## src/hw/rtl/lomsr_pkg.sv

```systemverilog
// Shared types and constants of the min-sum check-row unit.
`timescale 1ns / 1ps
package lomsr_pkg;

    localparam int MAX_ROW_DEGREE = 32;
    localparam int LLR_WIDTH      = 16;
    localparam int MSG_WIDTH      = 15;
    localparam int MAG_WIDTH      = LLR_WIDTH - 1;
    localparam int CMAG_WIDTH     = 14;
    localparam int IDX_WIDTH      = $clog2(MAX_ROW_DEGREE);
    localparam int CNT_WIDTH      = $clog2(MAX_ROW_DEGREE + 1);

    localparam logic signed [LLR_WIDTH-1:0] LLR_MAX = {1'b0, {(LLR_WIDTH-1){1'b1}}};
    localparam logic [MAG_WIDTH-1:0]        MAG_MAX = {MAG_WIDTH{1'b1}};

    // Configuration register indexes
    localparam logic [1:0] CFG_SCALE_CODE    = 2'd0;
    localparam logic [1:0] CFG_OFFSET_VALUE  = 2'd1;
    localparam logic [1:0] CFG_MESSAGE_LIMIT = 2'd2;

    typedef enum logic [1:0] {
        ST_COLLECT,
        ST_SCALE,
        ST_DRAIN
    } t_state;

    // Control bundle from the row controller to the cell chain
    typedef struct packed {
        logic                 load;
        logic [IDX_WIDTH-1:0] idx;
        logic                 shift;
    } t_chain_ctrl;

endpackage

```

## src/hw/rtl/lomsr_cell.sv

```systemverilog
// One cell of the difference chain: holds one edge difference.
`timescale 1ns / 1ps
module lomsr_cell
    import lomsr_pkg::*;
(
    input  logic                        i_clk,
    input  logic                        i_load,
    input  logic signed [LLR_WIDTH-1:0] i_load_data,
    input  logic                        i_shift,
    input  logic signed [LLR_WIDTH-1:0] i_next_data,
    output logic signed [LLR_WIDTH-1:0] o_data
);

    logic signed [LLR_WIDTH-1:0] r_data;

    // load from the input side, or take the upper neighbor's value on a shift
    always_ff @(posedge i_clk) begin
        if (i_load) begin
            r_data <= i_load_data;
        end else if (i_shift) begin
            r_data <= i_next_data;
        end
    end

    assign o_data = r_data;

endmodule

```

## src/hw/rtl/lomsr_chain.sv

```systemverilog
// Row of difference cells; written by edge index, drained toward cell 0.
`timescale 1ns / 1ps
module lomsr_chain
    import lomsr_pkg::*;
(
    input  logic                        i_clk,
    input  t_chain_ctrl                 i_ctrl,
    input  logic signed [LLR_WIDTH-1:0] i_data,
    output logic signed [LLR_WIDTH-1:0] o_head
);

    logic signed [LLR_WIDTH-1:0] w_cell [MAX_ROW_DEGREE];

    genvar g;
    generate
        for (g = 0; g < MAX_ROW_DEGREE; g++) begin : g_cell
            logic signed [LLR_WIDTH-1:0] w_next;
            logic                        w_load;

            // top cell recirculates its own value
            if (g == MAX_ROW_DEGREE - 1) begin : g_top
                assign w_next = w_cell[g];
            end else begin : g_mid
                assign w_next = w_cell[g+1];
            end

            assign w_load = i_ctrl.load && (i_ctrl.idx == IDX_WIDTH'(g));

            lomsr_cell u_cell (
                .i_clk       (i_clk),
                .i_load      (w_load),
                .i_load_data (i_data),
                .i_shift     (i_ctrl.shift),
                .i_next_data (w_next),
                .o_data      (w_cell[g])
            );
        end
    endgenerate

    assign o_head = w_cell[0];

endmodule

```

## src/hw/rtl/ldpc_layered_offset_min_sum_row.sv

```systemverilog
// Check-row unit of a layered offset-normalized min-sum LDPC decoder.
//
// Edges of a check row stream in at one per cycle; each edge's saturated
// difference (posterior minus old message) is written into a chain of 32
// cells while the two smallest magnitudes and the sign parity are tracked.
// The row closes on tlast or on a full chain. The unit then scales the
// minima (offset, shift-sum normalization, clamp) and drains the row out
// of the cell chain, one edge per cycle from cell 0 while the output is
// not stalled, emitting new message and new posterior in edge order with
// tlast on the final edge. Input is held off from row close until the last
// result has been transferred. Configuration writes are always taken and
// must only be issued while the unit is idle.
`timescale 1ns / 1ps
module ldpc_layered_offset_min_sum_row
    import lomsr_pkg::*;
(
    input  logic        i_clk,
    input  logic        i_rst_n,
    // configuration write channel
    input  logic        i_cfg_valid,
    output logic        o_cfg_ready,
    input  logic [1:0]  i_cfg_index,
    input  logic [14:0] i_cfg_data,
    // edge input: [15:0] posterior_llr, [30:16] old_message, [31] zero
    input  logic        s_axis_tvalid,
    output logic        s_axis_tready,
    input  logic [31:0] s_axis_tdata,
    input  logic        s_axis_tlast,
    // results: [14:0] new_message, [30:15] new_posterior, [31] zero
    output logic        m_axis_tvalid,
    input  logic        m_axis_tready,
    output logic [31:0] m_axis_tdata,
    output logic        m_axis_tlast
);

    // configuration registers
    logic [3:0]            r_scale_code;
    logic [MAG_WIDTH-1:0]  r_offset_value;
    logic [CMAG_WIDTH-1:0] r_message_limit;

    // row state
    t_state                r_state, n_state;
    logic [CNT_WIDTH-1:0]  r_count;
    logic [CNT_WIDTH-1:0]  r_left;
    logic [MAG_WIDTH-1:0]  r_min, r_sec;
    logic                  r_par;
    logic [CMAG_WIDTH-1:0] r_c_small, r_c_second;

    // output register
    logic                        r_out_valid;
    logic signed [MSG_WIDTH-1:0] r_out_msg;
    logic signed [LLR_WIDTH-1:0] r_out_post;
    logic                        r_out_last;

    // handshake and control
    logic        w_in_xfer;
    logic        w_row_close;
    logic        w_out_free;
    logic        w_pop;
    logic        w_drain_done;
    t_chain_ctrl w_ctrl;

    // input datapath
    logic signed [LLR_WIDTH-1:0] w_post;
    logic signed [MSG_WIDTH-1:0] w_old;
    logic signed [LLR_WIDTH:0]   w_sub;
    logic signed [LLR_WIDTH-1:0] w_diff;
    logic [MAG_WIDTH-1:0]        w_mag;
    logic [MAG_WIDTH-1:0]        w_hi;

    // output datapath
    logic signed [LLR_WIDTH-1:0] w_head;
    logic [MAG_WIDTH-1:0]        w_head_mag;
    logic [CMAG_WIDTH-1:0]       w_sel_mag;
    logic                        w_neg;
    logic signed [MSG_WIDTH-1:0] w_msg;
    logic signed [LLR_WIDTH:0]   w_add;
    logic signed [LLR_WIDTH-1:0] w_np;

    // offset, shift-sum scaling (bypassed when code bit 3 is set), clamp to the message limit and floor at zero
    function automatic logic [CMAG_WIDTH-1:0] scale_mag(
        input logic [MAG_WIDTH-1:0]  minimum,
        input logic [MAG_WIDTH-1:0]  offset,
        input logic [3:0]            code,
        input logic [CMAG_WIDTH-1:0] limit
    );
        logic signed [LLR_WIDTH-1:0] v;
        logic signed [LLR_WIDTH+1:0] r;
        logic signed [LLR_WIDTH+1:0] lim;
        v   = $signed({1'b0, minimum}) - $signed({1'b0, offset});
        lim = $signed({{(LLR_WIDTH+2-CMAG_WIDTH){1'b0}}, limit});
        if (code[3]) begin
            r = (LLR_WIDTH+2)'(v);
        end else begin
            r = '0;
            if (code[0]) r = r + (LLR_WIDTH+2)'(v >>> 3);
            if (code[1]) r = r + (LLR_WIDTH+2)'(v >>> 2);
            if (code[2]) r = r + (LLR_WIDTH+2)'(v >>> 1);
        end
        if (r > lim) begin
            r = lim;
        end
        if (r < 0) begin
            r = '0;
        end
        return r[CMAG_WIDTH-1:0];
    endfunction

    // configuration writes
    assign o_cfg_ready = 1'b1;

    always_ff @(posedge i_clk) begin
        if (!i_rst_n) begin
            r_scale_code    <= 4'd8;
            r_offset_value  <= '0;
            r_message_limit <= CMAG_WIDTH'(511);
        end else if (i_cfg_valid && o_cfg_ready) begin
            case (i_cfg_index)
                CFG_SCALE_CODE:    r_scale_code    <= i_cfg_data[3:0];
                CFG_OFFSET_VALUE:  r_offset_value  <= i_cfg_data[MAG_WIDTH-1:0];
                CFG_MESSAGE_LIMIT: r_message_limit <= i_cfg_data[CMAG_WIDTH-1:0];
                default: ;
            endcase
        end
    end

    // saturated difference and its magnitude
    assign w_post = $signed(s_axis_tdata[LLR_WIDTH-1:0]);
    assign w_old  = $signed(s_axis_tdata[LLR_WIDTH+MSG_WIDTH-1:LLR_WIDTH]);
    assign w_sub  = (LLR_WIDTH+1)'(w_post) - (LLR_WIDTH+1)'(w_old);

    always_comb begin
        if (w_sub > (LLR_WIDTH+1)'(LLR_MAX)) begin
            w_diff = LLR_MAX;
        end else if (w_sub < -((LLR_WIDTH+1)'(LLR_MAX))) begin
            w_diff = -LLR_MAX;
        end else begin
            w_diff = w_sub[LLR_WIDTH-1:0];
        end
    end

    assign w_mag = w_diff[LLR_WIDTH-1] ? MAG_WIDTH'(-w_diff) : w_diff[MAG_WIDTH-1:0];
    assign w_hi  = (w_mag > r_min) ? w_mag : r_min;

    // handshake terms
    assign w_in_xfer    = s_axis_tvalid && s_axis_tready;
    assign w_row_close  = w_in_xfer &&
                          (s_axis_tlast || (r_count == CNT_WIDTH'(MAX_ROW_DEGREE - 1)));
    assign w_out_free   = !r_out_valid || m_axis_tready;
    assign w_pop        = (r_state == ST_DRAIN) && w_out_free && (r_left != '0);
    assign w_drain_done = (r_state == ST_DRAIN) && w_out_free && (r_left == '0);

    // next state
    always_comb begin
        n_state = r_state;
        case (r_state)
            ST_COLLECT: if (w_row_close) n_state = ST_SCALE;
            ST_SCALE:   n_state = ST_DRAIN;
            ST_DRAIN:   if (w_drain_done) n_state = ST_COLLECT;
            default:    n_state = ST_COLLECT;
        endcase
    end

    // state outputs
    always_comb begin
        s_axis_tready = 1'b0;
        w_ctrl.load   = 1'b0;
        w_ctrl.idx    = r_count[IDX_WIDTH-1:0];
        w_ctrl.shift  = 1'b0;
        case (r_state)
            ST_COLLECT: begin
                s_axis_tready = 1'b1;
                w_ctrl.load   = w_in_xfer;
            end
            ST_DRAIN: begin
                w_ctrl.shift = w_pop;
            end
            default: ;
        endcase
    end

    always_ff @(posedge i_clk) begin
        if (!i_rst_n) begin
            r_state <= ST_COLLECT;
        end else begin
            r_state <= n_state;
        end
    end

    // row accumulators and drain counter
    always_ff @(posedge i_clk) begin
        if (!i_rst_n) begin
            r_count <= '0;
            r_left  <= '0;
            r_min   <= MAG_MAX;
            r_sec   <= MAG_MAX;
            r_par   <= 1'b0;
        end else if (w_in_xfer) begin
            r_count <= r_count + 1'b1;
            r_par   <= r_par ^ w_diff[LLR_WIDTH-1];
            if (w_mag < r_min) r_min <= w_mag;
            if (w_hi < r_sec) r_sec <= w_hi;
        end else if (r_state == ST_SCALE) begin
            r_left <= r_count;
        end else if (w_pop) begin
            r_left <= r_left - 1'b1;
        end else if (w_drain_done) begin
            r_count <= '0;
            r_min   <= MAG_MAX;
            r_sec   <= MAG_MAX;
            r_par   <= 1'b0;
        end
    end

    // scaled minima, taken once per row
    always_ff @(posedge i_clk) begin
        if (r_state == ST_SCALE) begin
            r_c_small  <= scale_mag(r_min, r_offset_value, r_scale_code, r_message_limit);
            r_c_second <= scale_mag(r_sec, r_offset_value, r_scale_code, r_message_limit);
        end
    end

    // difference store
    lomsr_chain u_chain (
        .i_clk  (i_clk),
        .i_ctrl (w_ctrl),
        .i_data (w_diff),
        .o_head (w_head)
    );

    // new message and posterior for the edge at the chain head
    assign w_head_mag = w_head[LLR_WIDTH-1] ? MAG_WIDTH'(-w_head) : w_head[MAG_WIDTH-1:0];
    assign w_sel_mag  = (w_head_mag == r_min) ? r_c_second : r_c_small;
    assign w_neg      = r_par ^ w_head[LLR_WIDTH-1];
    assign w_msg      = w_neg ? -$signed({1'b0, w_sel_mag}) : $signed({1'b0, w_sel_mag});
    assign w_add      = (LLR_WIDTH+1)'(w_head) + (LLR_WIDTH+1)'(w_msg);

    always_comb begin
        if (w_add > (LLR_WIDTH+1)'(LLR_MAX)) begin
            w_np = LLR_MAX;
        end else if (w_add < -((LLR_WIDTH+1)'(LLR_MAX))) begin
            w_np = -LLR_MAX;
        end else begin
            w_np = w_add[LLR_WIDTH-1:0];
        end
    end

    // output register
    always_ff @(posedge i_clk) begin
        if (!i_rst_n) begin
            r_out_valid <= 1'b0;
        end else if (w_out_free) begin
            r_out_valid <= w_pop;
        end
    end

    always_ff @(posedge i_clk) begin
        if (w_pop) begin
            r_out_msg  <= w_msg;
            r_out_post <= w_np;
            r_out_last <= (r_left == CNT_WIDTH'(1));
        end
    end

    assign m_axis_tvalid = r_out_valid;
    assign m_axis_tdata  = {1'b0, r_out_post, r_out_msg};
    assign m_axis_tlast  = r_out_last;

endmodule

```

## config.mk

```make
export PLATFORM = sky130hd
export DESIGN_NAME = ldpc_layered_offset_min_sum_row
export DESIGN_NICKNAME = d
export VERILOG_FILES = /design/src/hw/rtl/lomsr_pkg.sv /design/src/hw/rtl/lomsr_cell.sv /design/src/hw/rtl/lomsr_chain.sv /design/src/hw/rtl/ldpc_layered_offset_min_sum_row.sv
export SDC_FILE = /design/constraint.sdc
export NUM_CORES = 2
export LEC_CHECK = 0
export BUFFER_PORTS_ARGS = -buffer_cell sky130_fd_sc_hd__buf_2
export CORE_MARGIN = 5
export CORE_UTILIZATION = 42
export CTS_BUF_LIST = sky130_fd_sc_hd__clkbuf_16
export DETAILED_ROUTE_END_ITERATION = 7
export GPL_TIMING_DRIVEN = 0
export PLACE_DENSITY = 0.59
export SYNTH_ARGS = -nofsm -noshare
export SYNTH_HDL_FRONTEND = slang
export SYNTH_HIERARCHICAL = 1
export SYNTH_SLANG_ARGS = --single-unit
```

## constraint.sdc

```tcl
create_clock -name i_clk -period 18.7 [get_ports i_clk]
set_clock_uncertainty 0.2 [all_clocks]
set_input_delay 3.74 -clock i_clk [delete_from_list [all_inputs] [get_ports i_clk]]
set_output_delay 3.74 -clock i_clk [all_outputs]
set_load 0.1 [all_outputs]
```

==> metrics.yaml <==
power_frac_comb_pct: 30.3
grt_remaining_overflow: 0
post_cts.resized_instances: 0
worst_path_most_repeated_cell: "clkbuf_1"
power.sequential.fraction_pct: 39.1
yosys.cell_types.count: 98
synth_cells: 3250
cts.reportedPaths.clkPinSlew_ps: 60
cts_hold_buffers: 0
vias: 26400
cts_buffer_depth: 3
worstSetupEndpointType: "flop"
drc: 0
n_antenna_cell: 0
clkPwrFrac_pct: 30.6
finish.cell_count_without_fillers: 4754
floorplan.initialDensity_pct: 42.1
root_buffer: "clkbuf_16"
fin_tns_setup_ps: 0
post-place-cells: 4624
gp_congestion: 0.907
design.portCount: 91
power.internal_w: 0.00289
clkLatencyLatePin_ps: 610
syn-num-nets: 3498
power.switching_w: 0.00143
vias_per_cell: 5.55
syn-mean-instance-area_um2: 12.3
clock-sinks: 651
post-cts-setup-buffer-count: 0
drt_pre_antenna_iters: 6
synth_flop_cell: "edfxtp_1"
static_power_due_to_leakage_nw: 16.7
worst_hold_path_type: "reg -> reg"
route.detailed.wl_per_inst_um: 20.6
synth.top_cell.area_share_pct: 43.0
synth_warnings: 6
grt_antenna_before_repair: 1
grt_pass1_vias: 26100
start_kind: "primary input"
maxSlewViolCount: 0
htree_num_levels: 3
wire_length_of_the_first_global_routing_pass_um: 150000
worst_ep_required_time_ps: 19040
critical_path.slowest_cell: "nor2_1"
final_layout_size_suffix_gt1_share_pct: 25.2
maximum_vdd_drop_mv: 0.0639
detail_placement_hpwl_um: 73200
layout_cell_area_excl_fill_um2: 44600
area_growth_pct: 11.8
ant_nets: 0
cts_tree: "done"
fin_crit_sh_pct: 69.6
groute.usage.overall_pct: 18.6
run_status: "complete, no violations"
worst-path-max-fanout: 10
netlist_top_cells_area: "edfxtp_1 (43%), mux2_4 (11%), mux2_2 (6.9%), ha_1 (5.8%), dfxtp_1 (4.0%)"
ys_ff_latch: 651
die_height_um: 318
switching_share_pct: 33.0
yosysSeqAreaShare_pct: 47.0
max_cap_viol_count: 0
io_buffers: 87
ys_async_sr_fraction_pct: 0
fmaxAchievable_ghz: 0.0769
die-area_um2: 101000
mapped_cell_area_um2: 39900
crit_path_max_incr_delay_ps: 740
rsz0062_at_grt: "false"
cellPowerDensity_nw_per_um2: 96.8
final_period_minus_worst_setup_slack_ps: 13010
postRouteWirelength_um: 98000
tritoncts.num_buffers: 71
least_margin_pin_slew_ps: 1170
fin_nets: 3680
worst_slew_margin_relative_to_its_limit_pct: 22.0
drt_initial_violations: 1918
final-hold-violation-count: 0
worstPathArrival_ps: 13350
rows: 113
core_region_area_um2: 94700
number_of_enable_flip_flop_cells_after_synthesis: 572
finalSetupViolations: 0
synth_top_area_cell: "edfxtp_1"
post_dp_cell_area_um2: 42400
timing_worst_setup_path_type: "in -> reg"
largest_net_degree_at_the_start_of_global_routing: 36
die_width_um: 318
==> routing by layer <==
metal	global-route usage [%]	up-vias	wire [um]
met5	0	-	0
met4	5.81	0	3050
met3	2.75	179	4470
met2	31.7	645	46800
met1	24.6	12900	43600
li1	-	12700	-
==> final cells by class <==
type / count / area (um^2)
Buffer: 148 / 1370
Clock buffer: 75 / 1880
Clock inverter: 55 / 322
Fill cell: 8559 / 50100
Inverter: 151 / 567
Multi-Input combinational cell: 2300 / 19400
Sequential cell: 651 / 18800
Tap cell: 1265 / 1580
Timing Repair Buffer: 109 / 801
==> worst paths after layout <==
path                                          from            endpoint  slack (ps)  cells past startpoint
worst min-delay path            r_offset_value[13]  r_offset_value[13]         250                      2
worst max-delay path               s_axis_tdata[8]           r_sec[12]        5690                     38
worst min register to register  r_offset_value[13]  r_offset_value[13]         250                      2
worst max register to register     r_scale_code[0]       r_c_second[8]        8710                     32
==> cells in the mapped netlist, types with 9 or more instances <==
library cell,number
edfxtp_1,572
mux2_4,288
mux2_2,246
nor2_1,203
nand2_1,198
ha_1,185
a21oi_1,157
inv_1,149
o21ai_0,107
dfxtp_1,79
xnor2_1,77
clkbuf_1,66
nand3_1,60
a21o_1,57
nor3_1,47
xor2_1,47
o21a_1,42
mux2i_1,37
buf_6,36
or2_1,33
buf_12,32
o211ai_1,30
and2_1,27
a31oi_1,26
a211oi_1,25
or3_1,22
nand2b_1,21
nand4_1,21
o31ai_1,21
and3_1,20
o22a_1,19
nor4_1,18
o22ai_1,17
nor2b_1,16
nand3b_1,12
a21boi_0,11
a2111oi_0,10
or2_2,10
a31o_2,9
o2111ai_1,9
o21bai_1,9
==> critical path, delay by kind of cell <==
kind / cells / cell delay (ps)
AOI/OAI and AO/OA: 17 / 3690
muxes: 1 / 430
adders and majority gates: 4 / 1050
and+or+nand+nor: 8 / 1890
buffers and inverters: 8 / 2560
==> logic make-up (layout without fill, tap and decap cells) <==
kind of cell	Yosys count	after routing	synth area share, %
simple gates	755	755	9.34
compound gates	652	652	11.1
flops	651	651	47.0
mux	571	571	18.7
buf+inv	299	538	4.85
fa+ha+maj	196	196	6.28
xor+xnor	124	124	2.72
other cells	2	2	0.0188
==> placed cells by master, fill, tap and decap left out, drive strengths merged, types with 112 or more instances in the layout <==
cell / instances
edfxtp: 572
nor2: 204
ha: 185
mux2: 534
clkbuf: 143
o21ai: 112
buf: 189
nand2: 198
inv: 167
a21oi: 158
==> power by group through the flow <==
stage               registers [W]  clock network [W]  logic [W]
floorplan                 0.00172                  0   0.000884
global placement          0.00172                  0    0.00124
detailed placement        0.00172                  0    0.00130
CTS                       0.00169            0.00136    0.00130
global route              0.00169            0.00142    0.00143
finish                    0.00169            0.00132    0.00131
==> metrics by stage <==
step	power [W]	utilization (%)	hold slack (ps)	worst slack, ps
final	0.00432	47.1	254	5690
after global routing	0.00455	47.1	283	4990
after CTS	0.00436	47.1	256	5750
after detailed placement	0.00302	44.8	248	5090
after global placement	0.00296	44.3	245	1990
after floorplan	0.00260	-	236	6250
==> state kept, by name, indices dropped and copies added, names as in the netlist <==
| signal | count |
|---|---|
| m_axis_tvalid | 1 |
| u_chain/g_cell.u_cell/o_data | 512 |
| r_left | 6 |
| r_count | 6 |
| r_c_second | 14 |
| r_message_limit | 14 |
| r_par | 1 |
| r_min | 15 |
| r_c_small | 14 |
| r_state | 2 |
| r_out_post | 16 |
| m_axis_tlast | 1 |
| r_out_msg | 15 |
| r_sec | 15 |
| r_offset_value | 15 |
| r_scale_code | 4 |
Power figures use the tool's default switching activity.
